File: src/rtl/gsf_pkg.sv
// gsf_pkg: shared types, register codes and reset values of the gradient sharpening filter.
// No dependencies; every rtl file refers to it by scoped names.
`timescale 1ns / 1ps

package gsf_pkg;

    // Field and register widths fixed by the block's definition
    localparam int unsigned CHAN_W      = 8;
    localparam int unsigned WIDTH_REG_W = 12;
    localparam int unsigned THRESH_W    = 9;
    localparam int unsigned BOOST_W     = 8;
    localparam int unsigned CFG_DATA_W  = 12;
    localparam int unsigned CFG_IDX_W   = 2;

    // Default geometry limits
    localparam int unsigned MAX_WIDTH_DEF  = 2048;
    localparam int unsigned MAX_HEIGHT_DEF = 4096;
    localparam int unsigned MIN_WIDTH      = 2;

    // Depth of the queue between front and back
    localparam int unsigned QUEUE_DEPTH = 4;

    // Register reset values
    localparam logic [WIDTH_REG_W-1:0] IMAGE_WIDTH_RST = 12'd640;
    localparam logic [THRESH_W-1:0]    THRESHOLD_RST   = 9'd80;
    localparam logic [BOOST_W-1:0]     BOOST_RST       = 8'd100;

    localparam logic [CHAN_W-1:0] PIX_MAX = 8'd255;

    typedef enum logic [CFG_IDX_W-1:0] {
        CFG_IMAGE_WIDTH = 2'd0,
        CFG_THRESHOLD   = 2'd1,
        CFG_BOOST       = 2'd2
    } t_cfg_idx;

    typedef struct packed {
        logic [CHAN_W-1:0] blue;
        logic [CHAN_W-1:0] green;
        logic [CHAN_W-1:0] red;
    } t_rgb;

    // The three pixels one gradient needs
    typedef struct packed {
        t_rgb center;
        t_rgb right;
        t_rgb below;
    } t_trio;

    typedef struct packed {
        logic [THRESH_W-1:0] threshold;
        logic [BOOST_W-1:0]  boost;
    } t_sharp_cfg;

endpackage

File: src/rtl/gsf_queue.sv
// gsf_queue: small synchronous FIFO between the front and back of the sharpening filter.
// Depends on gsf_pkg only for its default depth.
`timescale 1ns / 1ps

module gsf_queue #(
    parameter int unsigned WIDTH = 96,
    parameter int unsigned DEPTH = gsf_pkg::QUEUE_DEPTH
) (
    input  logic             i_clk,
    input  logic             i_rst_n,
    input  logic             i_push,
    input  logic [WIDTH-1:0] i_wdata,
    input  logic             i_pop,
    output logic [WIDTH-1:0] o_rdata,
    output logic             o_full,
    output logic             o_empty
);

    localparam int unsigned PW = $clog2(DEPTH);
    localparam int unsigned NW = $clog2(DEPTH + 1);

    logic [WIDTH-1:0] r_data [DEPTH];
    logic [PW-1:0]    r_wptr;
    logic [PW-1:0]    r_rptr;
    logic [NW-1:0]    r_count;

    function automatic logic [PW-1:0] ptr_step(input logic [PW-1:0] p);
        ptr_step = (p == PW'(DEPTH - 1)) ? '0 : p + PW'(1);
    endfunction

    assign o_full  = (r_count == NW'(DEPTH));
    assign o_empty = (r_count == '0);
    assign o_rdata = r_data[r_rptr];

    always_ff @(posedge i_clk) begin
        if (!i_rst_n) begin
            r_wptr  <= '0;
            r_rptr  <= '0;
            r_count <= '0;
        end else begin
            if (i_push) begin
                r_wptr <= ptr_step(r_wptr);
            end
            if (i_pop) begin
                r_rptr <= ptr_step(r_rptr);
            end
            unique case ({i_push, i_pop})
                2'b10:   r_count <= r_count + NW'(1);
                2'b01:   r_count <= r_count - NW'(1);
                default: r_count <= r_count;
            endcase
        end
    end

    always_ff @(posedge i_clk) begin
        if (i_push) begin
            r_data[r_wptr] <= i_wdata;
        end
    end

    a_no_overflow: assert property (@(posedge i_clk) disable iff (!i_rst_n) i_push |-> !o_full)
        else $error("push into full queue");
    a_no_underflow: assert property (@(posedge i_clk) disable iff (!i_rst_n) i_pop |-> !o_empty)
        else $error("pop from empty queue");
    a_count_range: assert property (@(posedge i_clk) disable iff (!i_rst_n)
        r_count <= NW'(DEPTH))
        else $error("queue count beyond depth");

endmodule

File: config.mk
export PLATFORM = sky130hd
export DESIGN_NAME = gsf_queue
export DESIGN_NICKNAME = d
export VERILOG_FILES = /design/src/rtl/gsf_pkg.sv /design/src/rtl/gsf_queue.sv
export SDC_FILE = /design/constraint.sdc
export NUM_CORES = 1
export LEC_CHECK = 0
export ABC_CLOCK_PERIOD_IN_PS = 3800
export BUFFER_PORTS_ARGS = -buffer_cell sky130_fd_sc_hd__buf_2
export CAP_MARGIN = 25
export CORE_AREA = 2 2 271 139
export CTS_BUF_LIST = sky130_fd_sc_hd__clkbuf_4 sky130_fd_sc_hd__clkbuf_8
export CTS_CLUSTER_DIAMETER = 200
export DETAILED_ROUTE_END_ITERATION = 8
export DIE_AREA = 0 0 273 141
export PLACE_DENSITY = 0.65
export SLEW_MARGIN = 20
export SYNTH_ARGS = -nofsm -noshare
export SYNTH_HDL_FRONTEND = slang
export SYNTH_SLANG_ARGS = --single-unit
File: constraint.sdc
create_clock -name i_clk -period 3.8 [get_ports i_clk]
set_input_delay 0.19 -clock i_clk [delete_from_list [all_inputs] [get_ports i_clk]]
set_output_delay 0.19 -clock i_clk [all_outputs]
set_load 0.03 [all_outputs]
# == Yosys cells after proc, flatten, opt, wreduce, memory -nomap -nowiden ==
# Memories as Yosys holds them, arrays and structs flattened. A register that Yosys moved wholly into a read port is not among the register bits.
# Index checks and enable logic that the tools add are counted.
# word_totals
ff_bits,7
ramBits,384
input_bits,100
output_inout_bits,98
elab_cells,22
mem_count,1
# op_classes
addsub,4
eq_ne,5
n_mux,7
reduce_logical,2
# mem_list
memory,depth,width,rd,rd_ports_with_merged_regs,wr,line_no,text
r_data,4,96,1,1,1,gsf_queue.sv:22,logic [WIDTH-1:0] r_data [DEPTH];
# ops
operator,n
$mux 2,4
$eq 2x2->1 const B,3
$pmux 3 s2,1
$add 2x1->2 const B,2
$add 3x1->3 const B,1
$eq 3x3->1 const B,1
$logic_not 3->1,1
$sub 3x1->3 const B,1
$eq 2x1->1 const B,1
$mux 1,2
$reduce_bool 2->1,1

# == Depth between registers and ports, before layout ==
# logic_depth
ltp_word,4
ltp_mapped,7
depth_no_buf,7

# == Worst setup path before layout ==
# No wires, ideal clock.
# synth_path
kind,flip-flop to flip-flop
from,register r_wptr[0]
to,memory r_data[3][0] (enable)
arrival_time_ns,2.769
setup_slack_ns,0.566
path_stages_with_launch,3
cell_sequence,dfxtp_1 > ha_1 > and2_1
# synth_lines
item,line_no,text
start: declaration,gsf_queue.sv:23,logic [PW-1:0] r_wptr;
start signal: assignment,gsf_queue.sv:42,r_wptr <= ptr_step(r_wptr);
end: declaration,gsf_queue.sv:22,
# Straight into the memory's write port.

==> impl_metrics.ini <==
[routing]
drt-total-wl_microns = 28200
routed_via_density = 4.80
first_pass_iters = 5
drt_iter0_markers = 467
num_vias = 6833
drc = 0
ant_nets = 0
routedWlPerCell_microns = 19.8

[critical_path]
crit_arrival_ns = 2.54
critPathLaunchType = flip-flop
crit_fanout = 38
critPathRequiredTime_ns = 3.61
worst_setup_path_end_kind = primary output
crit_type = flip-flop to primary output

[layout]
nFillCells = 2964
fin_nets = 996
antenna_cells = 0
area.growth.synth_to_final_pct = 25.9
drive_gt1_frac = 0.422

[global_routing]
antenna_found_initial = 0
grt_max_degree = 60
track_usage = 0.147
grt_remaining_overflow = 0
grt_pass1_wl_microns = 43000
grt_pass1_vias = 7296

[hold_path]
hold_class = input port to flip-flop

[power]
leakage_nw = 6.09
power_density_mw_per_mm2 = 519
irDropWorstVdd_uv = 261

[floorplanning]
start_util = 0.392
die_y_microns = 141
core-area_sq_mm = 0.0365
io_pins = 198
die_area_sq_mm = 0.0385
die_w_microns = 273
rows = 50

[cts]
cts_post_setup_buffers_inserted = 0
ctsHtreeMaxLevel = 2
clk_latency_ns = 0.60
cts_buffers = 56
cts_tree = done
cts_buffer_depth = 3
root_buffer = clkbuf_8
cts.sinks = 393
clk_pin_slew_ns = 0.07

[synthesis]
syn_nets = 656
synth_top_family_by_area = multiplexers
synth_compound_area_frac = 0.00210
yosys_warnings = 0
ys_seq_area_frac = 0.818
synth.avg_cell_area_sq_um = 26.1
synth_area_leaders = edfxtp_1 (81%), mux4_2 (15%), dfxtp_1 (1.3%)
synth.distinct_cells = 25
synth_top_area_share = 0.805
synth_area_leader_cell = edfxtp_1
synth_area_sq_mm = 0.0143
synthXorXnorAreaFrac = 0.00122
synth_mux_area_frac = 0.152
synth_fa_ha_area_frac = 0.00664
yosys.area_share.simple = 0.00690
ys_seq_elements = 393
syn_inst = 549

[timing]
setup_violations = 0
skew_ns = 0.0245
post-route-min-period_ns = 2.73
finalHoldViolCount = 0
hold_slack_ns = 0.357
rsz0062_at_grt = false
fin_setup_tns_ns = 0
min_period_over_period = 0.720
max_freq_ghz = 0.366
slew_viol_final = 0
maxSlewHeadroom = 0.518
worst_pin_slew_ns = 0.723

[placed_design]
gp_congestion = 0.707
portBuffers = 197
dpl.hpwl_microns = 15700

[status]
status = complete, no violations

[run]
max_cap_viol_count = 0
-- cells in the final DEF, fill, tap and decap left out, drive strengths merged, types with 2 or more instances in the layout --
cell type	synthesis	final
clkinv	0	18
edfxtp	384	384
nor2b	4	4
clkbuf	5	75
dlygate4sd3	0	99
buf	17	205
nor3b	2	2
mux4	96	96
dfxtp	9	9
and2	6	6
mux2i	2	2
ha	6	6
o21ai	2	2
clkinvlp	0	3
inv	6	6
bufinv	0	3
-- Yosys cell counts (all sizes together) --
cell type	instances
edfxtp	384
mux4	96
buf	17
dfxtp	9
and2	6
ha	6
inv	6
clkbuf	5
nor2b	4
mux2i	2
nor3b	2
o21ai	2
a21boi	1
a21oi	1
and3	1
fa	1
nand2	1
nor3	1
o21a	1
or3	1
xnor2	1
xor2	1
-- final cells by class --
cell class	count	area [sq um]	area share
inverter	6	22.5	0.00125
timing repair buffer	304	2120	0.118
tap	494	618	0.0343
sequential	393	11700	0.650
clock inverter	24	189	0.0105
multi-input combinational	128	2430	0.135
clock buffer	75	920	0.0510
-- layer usage --
metal,vias to the layer above,routed length [microns],global-route usage
li1,3051,-,-
met1,3533,12500,0.204
met2,209,13500,0.237
met3,40,1810,0.0370
met4,0,382,0.0360
met5,-,0,0
-- stage by stage --
step	std cells	util	total power [mW]	cell area (sq um)	setup WS [ns]
after detailed placement	1226	0.436	6.08	15900	1.58
final	1424	0.493	9.35	18000	1.07
after CTS	1424	0.493	9.48	18000	0.925
after floorplan	549	-	5.75	14300	0.566
after global routing	1424	0.493	9.74	18000	0.836
after global placement	1226	0.436	6.07	15900	1.60
-- sequential cells by signal (all words and copies together), names as in the netlist, named ones only --
name and cells:
r_rptr 2, r_wptr 2, r_data 384, r_count 3
-- logic make-up (layout without fill, tap and decap cells) --
logic type               count (synthesis)  count (layout)
flip-flops                             393             393
AO/OA/AOI/OAI                            5               5
AND/OR/NAND/NOR                         16              16
XOR/XNOR                                 2               2
adder cells (fa/ha/maj)                  7               7
buffers and inverters                   28             409
multiplexers                            98              98
-- what timing repair did --
| action | 4_1_cts | 5_1_grt |
|---|---|---|
| hold endpoints to repair | 393 | 0 |
| hold buffers | 99 | 0 |
| resized for setup | 0 | 0 |
-- worst max-delay path, stage by stage (launching register included) --
cell     delay, ns
dfxtp_4       0.76
buf_12        0.39
mux4_2        0.59
buf_2         0.20
-- worst paths after layout --
path                                  start  cells after the start  slack [ns]             to
worst max register to register    r_wptr[0]                      4        1.83  r_data[2][38]
worst min register to register   r_count[2]                      2        0.52     r_count[2]
worst max-delay path              flip-flop                      3        1.07    o_rdata[63]
worst min-delay path            i_wdata[47]                      2        0.36  r_data[2][47]
-- where the power goes --
part	switching, mW	internal [mW]
logic	0.629	0.417
clock network	1.53	1.77
registers	0.0614	4.94
total	2.22	7.13
Note: power is estimated with default switching activity, not from simulation.
