<file path="src/rtl/gsf_pkg.sv">
// gsf_pkg: shared types, register codes and reset values of the gradient sharpening filter.
// No dependencies; every rtl file refers to it by scoped names.
`timescale 1ns / 1ps

package gsf_pkg;

    // Field and register widths fixed by the block's definition
    localparam int unsigned CHAN_W      = 8;
    localparam int unsigned WIDTH_REG_W = 12;
    localparam int unsigned THRESH_W    = 9;
    localparam int unsigned BOOST_W     = 8;
    localparam int unsigned CFG_DATA_W  = 12;
    localparam int unsigned CFG_IDX_W   = 2;

    // Default geometry limits
    localparam int unsigned MAX_WIDTH_DEF  = 2048;
    localparam int unsigned MAX_HEIGHT_DEF = 4096;
    localparam int unsigned MIN_WIDTH      = 2;

    // Depth of the queue between front and back
    localparam int unsigned QUEUE_DEPTH = 4;

    // Register reset values
    localparam logic [WIDTH_REG_W-1:0] IMAGE_WIDTH_RST = 12'd640;
    localparam logic [THRESH_W-1:0]    THRESHOLD_RST   = 9'd80;
    localparam logic [BOOST_W-1:0]     BOOST_RST       = 8'd100;

    localparam logic [CHAN_W-1:0] PIX_MAX = 8'd255;

    typedef enum logic [CFG_IDX_W-1:0] {
        CFG_IMAGE_WIDTH = 2'd0,
        CFG_THRESHOLD   = 2'd1,
        CFG_BOOST       = 2'd2
    } t_cfg_idx;

    typedef struct packed {
        logic [CHAN_W-1:0] blue;
        logic [CHAN_W-1:0] green;
        logic [CHAN_W-1:0] red;
    } t_rgb;

    // The three pixels one gradient needs
    typedef struct packed {
        t_rgb center;
        t_rgb right;
        t_rgb below;
    } t_trio;

    typedef struct packed {
        logic [THRESH_W-1:0] threshold;
        logic [BOOST_W-1:0]  boost;
    } t_sharp_cfg;

endpackage

</file>
<file path="src/rtl/gsf_back.sv">
// gsf_back: gradient, threshold and boost per channel, with the registered output beat.
// Depends on gsf_pkg; takes entries from gsf_queue.
`timescale 1ns / 1ps

module gsf_back #(
    parameter int unsigned MAX_WIDTH  = gsf_pkg::MAX_WIDTH_DEF,
    parameter int unsigned MAX_HEIGHT = gsf_pkg::MAX_HEIGHT_DEF,
    localparam int unsigned CW = $clog2(MAX_WIDTH),
    localparam int unsigned RW = $clog2(MAX_HEIGHT)
) (
    input  logic                            i_clk,
    input  logic                            i_rst_n,
    input  gsf_pkg::t_sharp_cfg             i_cfg,
    input  logic                            i_q_empty,
    input  gsf_pkg::t_trio                  i_trio,
    input  logic [CW-1:0]                   i_col,
    input  logic [RW-1:0]                   i_row,
    output logic                            o_q_pop,
    output logic                            o_out_valid,
    input  logic                            i_out_stall,
    output gsf_pkg::t_rgb                   o_px,
    output logic [CW-1:0]                   o_col,
    output logic [RW-1:0]                   o_row
);

    logic          r_out_valid;
    gsf_pkg::t_rgb r_px;
    gsf_pkg::t_rgb n_px;
    logic [CW-1:0] r_col;
    logic [RW-1:0] r_row;

    function automatic logic [gsf_pkg::CHAN_W-1:0] sharpen(
        input logic [gsf_pkg::CHAN_W-1:0] c,
        input logic [gsf_pkg::CHAN_W-1:0] r,
        input logic [gsf_pkg::CHAN_W-1:0] d,
        input gsf_pkg::t_sharp_cfg        cfg
    );
        logic [gsf_pkg::CHAN_W-1:0] dr;
        logic [gsf_pkg::CHAN_W-1:0] dd;
        logic [gsf_pkg::CHAN_W:0]   g;
        logic [gsf_pkg::CHAN_W+1:0] v;
        dr = (c > r) ? c - r : r - c;
        dd = (c > d) ? c - d : d - c;
        g  = {1'b0, dr} + {1'b0, dd};
        v  = {1'b0, g} + (gsf_pkg::CHAN_W + 2)'(cfg.boost);
        if (g > cfg.threshold) begin
            sharpen = (v > (gsf_pkg::CHAN_W + 2)'(gsf_pkg::PIX_MAX)) ?
                      gsf_pkg::PIX_MAX : v[gsf_pkg::CHAN_W-1:0];
        end else begin
            sharpen = c;
        end
    endfunction

    always_comb begin
        n_px.red   = sharpen(i_trio.center.red,   i_trio.right.red,   i_trio.below.red,   i_cfg);
        n_px.green = sharpen(i_trio.center.green, i_trio.right.green, i_trio.below.green, i_cfg);
        n_px.blue  = sharpen(i_trio.center.blue,  i_trio.right.blue,  i_trio.below.blue,  i_cfg);
    end

    assign o_q_pop = !i_q_empty && (!r_out_valid || !i_out_stall);

    always_ff @(posedge i_clk) begin
        if (!i_rst_n) begin
            r_out_valid <= 1'b0;
        end else if (o_q_pop) begin
            r_out_valid <= 1'b1;
        end else if (!i_out_stall) begin
            r_out_valid <= 1'b0;
        end
    end

    always_ff @(posedge i_clk) begin
        if (o_q_pop) begin
            r_px  <= n_px;
            r_col <= i_col;
            r_row <= i_row;
        end
    end

    assign o_out_valid = r_out_valid;
    assign o_px        = r_px;
    assign o_col       = r_col;
    assign o_row       = r_row;

endmodule

</file>
<file path="config.mk">
export PLATFORM = sky130hd
export DESIGN_NAME = gsf_back
export DESIGN_NICKNAME = d
export VERILOG_FILES = /design/src/rtl/gsf_pkg.sv /design/src/rtl/gsf_back.sv
export SDC_FILE = /design/constraint.sdc
export NUM_CORES = 1
export LEC_CHECK = 0
export BUFFER_PORTS_ARGS = -buffer_cell sky130_fd_sc_hd__buf_2
export CORE_ASPECT_RATIO = 1.4
export CORE_MARGIN = 2
export CORE_UTILIZATION = 35
export CTS_BUF_LIST = sky130_fd_sc_hd__clkbuf_2
export CTS_CLUSTER_DIAMETER = 30
export DETAILED_ROUTE_END_ITERATION = 7
export GPL_TIMING_DRIVEN = 0
export PLACE_DENSITY_LB_ADDON = 0.15
export RECOVER_POWER = 25
export SLEW_MARGIN = 20
export SYNTH_ARGS = -nofsm -noshare
export SYNTH_HDL_FRONTEND = slang
export SYNTH_SLANG_ARGS = --single-unit
</file>
<file path="constraint.sdc">
create_clock -name i_clk -period 11.43 [get_ports i_clk]
set_clock_uncertainty 0.2 [all_clocks]
set_input_delay 1.143 -clock i_clk [delete_from_list [all_inputs] [get_ports i_clk]]
set_output_delay 1.143 -clock i_clk [all_outputs]
set_load 0.05 [all_outputs]
</file>
# --- Yosys cells after proc, flatten, opt, wreduce, memory -nomap -nowiden ---
# Index checks and enable logic that the tools add are counted.
op_classes:
  n_addsub: 18
  n_lt_le_gt_ge: 12
  eq_ne: 1
  muxes: 14
  reduce_logical: 5
op_table:
  columns: ["op", "n"]
  rows:
  - ["2-to-1 mux 8 bit", 12]
  - ["subtractor 8 bit", 12]
  - ["greater-than comparator 8 bit", 6]
  - ["adder 9 x 8 -> 10 bit", 3]
  - ["greater-than comparator 10 x 8 -> 1 bit (second input constant)", 3]
  - ["adder 8 x 8 -> 9 bit", 3]
  - ["greater-than comparator 9 bit", 3]
  - ["zero test 1 bit", 3]
  - ["2-to-1 mux 1 bit", 2]
  - ["!= test 2 bit (second input constant)", 1]
  - ["logical AND 1 bit", 1]
  - ["logical OR 1 bit", 1]
totals:
  ff_bits: 48
  out_inout_bits: 49
  word_cells: 56

# --- Longest topological paths before layout ---
logic_depth:
  ltp_word: 7
  mapped_depth: 25
  mapped_depth_nobuf: 23

# --- Worst setup path before layout ---
# OpenSTA, ideal clock, no wires.
synth_timing:
  path_type: "input -> register"
  from: "in i_trio[64] in the netlist's numbering"
  to: "reg r_px (netlist bit o_px[16]), data pin"
  setup_ps: 256
  t_arrival_ps: 5378
  slack_ps: 5596
  cell_stages: 23
  cell_sequence: "inv_1 > ha_1 > inv_1 > fa_1 > nand3_1 > a21oi_1 > o31ai_1 > buf_6 > mux2_2 > ha_1 > a21o_1 > a21oi_1 > nor2b_1 > o21a_1 > o41ai_1 > xnor2_1 > ha_1 > nand4_1 > o32a_1 > o31a_1 > clkbuf_1 > o21ai_0 > o22a_1"
synth_rtl:
  columns: ["item", "line_no", "text"]
  rows:
  - ["start: declaration", "gsf_back.sv:15", "input gsf_pkg::t_trio i_trio,"]
  - ["end signal: assignment", "gsf_back.sv:74", "r_px <= n_px;"]
  - ["end: declaration", "gsf_back.sv:27", "gsf_pkg::t_rgb r_px;"]

==> impl_metrics.env <==
export IMPL_setup_viol=0
export IMPL_pwr_share_clk_pct=3.8
export IMPL_p_leak_nw=4.81
export IMPL_whs_ns=0.313
export IMPL_cts_tree="built"
export IMPL_arrival_ns=6.36
export IMPL_yosys_area_top_type_share_pct=25.4
export IMPL_die_h_microns=186
export IMPL_vias=7203
export IMPL_power_density_nw_per_um2=213
export IMPL_power_mw=2.04
export IMPL_num_rows=66
export IMPL_clk_pin_slew_ns=0.24
export IMPL_synth_enable_flop_cells=47
export IMPL_crit_slowest_cell="o31ai_1"
export IMPL_wl_per_cell_microns=16.2
export IMPL_ys_seq_elements=48
export IMPL_numCtsBuffers=5
export IMPL_yosys_area_share_simple_pct=10.6
export IMPL_drt_first_pass_iters=4
export IMPL_worst_pin_slew_ns=1.21
export IMPL_timing_final_ws_setup_ns=5.14
export IMPL_core_area_sq_um=23200
export IMPL_rsz0062_at_grt="no"
export IMPL_slowest_delay_ns=0.53
export IMPL_start_util_pct=35.7
export IMPL_grt_total_usage_pct=18.2
export IMPL_slew_headroom_pct=19.4
export IMPL_outcome="finished clean"
export IMPL_sw_frac_of_total_pct=54.1
export IMPL_syn_num_nets=1240
export IMPL_fin_crit_ns=6.29
export IMPL_place_hpwl_mm=19.8
export IMPL_insertion_delay_ns=0.46
export IMPL_synth_largest_area_cell="ha_1"
export IMPL_antenna_found_initial=1
export IMPL_synth_xor_area_share_pct=6.98
export IMPL_drt_iter0_markers=229
export IMPL_start_kind="input port"
export IMPL_fin_nets=1413
export IMPL_placement_setup_worst_slack_ns=4.60
export IMPL_combPwrFrac_pct=82.3
export IMPL_vdd_ir_drop_max_v=0.0000924
export IMPL_design_area_sq_um=9560
export IMPL_antenna_left=0
export IMPL_port_buffer_count=164
export IMPL_synth_area_sq_um=8280
export IMPL_grt_max_degree=22
export IMPL_cts_resized=0
export IMPL_ctsHoldBuffers=0
export IMPL_finalHoldViolCount=0
export IMPL_fin_cells=1419
export IMPL_synth_cell_type_count=62
export IMPL_netlist_instances=938
export IMPL_synth_main_ff_cell="edfxtp_1"
export IMPL_die_area_sq_um=24900
export IMPL_clk_path_buf_depth=2
export IMPL_netlist_top_cells_area="ha_1 (25%), edfxtp_1 (17%), inv_1 (5.8%)"
export IMPL_htree_num_levels=2
export IMPL_critPathKind="input port to register"
export IMPL_nFillCells=2481
export IMPL_synth_warnings=0
export IMPL_async_reset_ff_share_pct=0
export IMPL_cts_sinks=48
export IMPL_area_delta_synth_final_pct=15.4
export IMPL_layout_drive_gt1_share_pct=20.1
export IMPL_cts_setup_buffers=0
export IMPL_crit_chain="buf_2 -> inv_1 -> ha_1 -> inv_1 -> fa_1 -> nand3_1 -> a21oi_1 -> o31ai_1 -> buf_6 -> mux2_2 -> ha_1 -> a21o_1 -> a21oi_1 -> nor2b_1 -> o21a_1 -> o41ai_1 -> xnor2_1 -> ha_1 -> nand4_1 -> o32a_1 -> o31a_1 -> clkbuf_1 -> o21ai_0 -> o22a_1"
export IMPL_maxSlewViolCount=0
export IMPL_crit_path_frequent_cell="ha_1"
export IMPL_grt_pass1_wl_mm=35.9
export IMPL_final_util_pct=41.2
export IMPL_yosys_area_share_adder_pct=29.7
export IMPL_required_ns=11.50
export IMPL_finalWirelength_mm=23.0
export IMPL_maxCapViolCount=0
export IMPL_critPathCaptureType="register"
export IMPL_avgSynthCellArea_sq_um=8.83
export IMPL_p_sw_mw=1.10
export IMPL_gr_total_overflow=0
export IMPL_hold_path_class="register to register"
export IMPL_synth_top_family_by_area="adder cells"
export IMPL_cts_root_buffer="clkbuf_2"
export IMPL_seq_area_frac_synth_pct=17.3
export IMPL_synth_compound_area_share_pct=21.9
export IMPL_synthMuxAreaShare_pct=6.00
export IMPL_die_w_microns=134
export IMPL_synth_common_cells="ha_1 (168), inv_1 (129), a21oi_1 (69), nor2_1 (48), edfxtp_1 (47)"
export IMPL_fmax_mhz=159
export IMPL_dpl_cell_area_sq_um=9550
export IMPL_cp_max_fo=10
export IMPL_fin_setup_tns_ns=0
export IMPL_power_frac_seq_pct=13.9
export IMPL_internal_power_uw=936
export IMPL_finalCritPeriodShare_pct=55.1
export IMPL_synth_most_common_cell="ha_1"
export IMPL_dpl_cell_count=1410
export IMPL_gp_congestion=0.860
export IMPL_via_per_inst=5.08
export IMPL_pin_count=165
export IMPL_grt_pass1_vias=7232
export IMPL_post_route_drc_count=0
==> worst paths after layout <==
check	start	end	slack [ns]	depth (start not counted)
setup / recovery	i_trio[64]	o_px[23]	5.14	24
hold / removal	o_out_valid	o_out_valid	0.31	2
setup reg to reg	o_out_valid	o_px[11]	8.46	3
hold reg to reg	o_out_valid	o_out_valid	0.31	2
==> cells by family (layout without fill, tap and decap cells) <==
logic type	Yosys count	after routing
AO/OA/AOI/OAI	267	267
XOR/XNOR	66	66
adder cells (fa/ha/maj)	186	186
buffers and inverters	153	327
flip-flops	48	48
multiplexers	47	47
other	0	1
AND/OR/NAND/NOR	171	171
==> flip-flops by register name (all words and copies together), names as in the netlist <==
name         cells
o_col           11
o_out_valid      1
o_px            24
o_row           12
==> critical path, delay by kind of cell <==
kind / cells / cell delay, ns
mux: 1 / 0.37
buf+inv: 5 / 0.87
xor+xnor: 1 / 0.25
fa+ha+maj: 4 / 1.13
simple gates: 3 / 0.29
compound gates: 10 / 2.30
==> area by class of cell <==
cell class,instances,area [sq um],share of cell area [%]
Multi-Input combinational cell,737,6220,65.1
Tap cell,306,383,4.01
Clock buffer,5,25.0,0.262
Antenna cell,1,2.50,0.0262
Buffer,24,140,1.47
Sequential cell,48,1430,15.0
Timing Repair Buffer,166,851,8.90
Clock inverter,3,17.5,0.183
Inverter,129,484,5.07
==> routing by layer <==
| metal | track usage (%) | share of wire (%) |
|---|---|---|
| met1 | 20.5 | 41 |
| met2 | 36.5 | 54 |
| met3 | 1.12 | 3.2 |
| met4 | 5.02 | 1.6 |
| met5 | 0 | 0 |
==> placed cells by master, fill, tap and decap left out, types with 4 or more instances in the layout <==
cell / Yosys / layout
a2111oi_0: 8 / 8
a211o_1: 7 / 7
a211oi_1: 10 / 10
a21o_1: 36 / 36
a21oi_1: 69 / 69
a31oi_1: 33 / 33
and2_1: 9 / 9
and3_1: 5 / 5
buf_2: 13 / 176
buf_4: 7 / 7
clkbuf_1: 3 / 5
clkbuf_2: 0 / 5
edfxtp_1: 47 / 47
fa_1: 18 / 18
ha_1: 168 / 168
inv_1: 129 / 129
mux2_2: 21 / 21
mux2i_1: 26 / 26
nand2_1: 28 / 28
nand2b_1: 9 / 9
nand3_1: 21 / 21
nand4_1: 12 / 12
nor2_1: 48 / 48
nor2b_1: 20 / 20
nor3_1: 4 / 4
o211ai_1: 5 / 5
o21a_1: 13 / 13
o21ai_0: 34 / 34
o21bai_1: 9 / 9
o221ai_1: 5 / 5
o31a_1: 4 / 4
or2_2: 4 / 4
xnor2_1: 43 / 43
xor2_1: 23 / 23
==> power groups by stage <==
| stage | sequential (mW) | clock (mW) | combinational [mW] |
|---|---|---|---|
| after floorplan | 0.459 | 0 | 1.12 |
| after global placement | 0.290 | 0 | 1.68 |
| after detailed placement | 0.289 | 0 | 1.68 |
| after CTS | 0.285 | 0.0825 | 1.69 |
| after global routing | 0.289 | 0.0867 | 1.87 |
| final | 0.283 | 0.0774 | 1.68 |
Power figures use the tool's default switching activity.
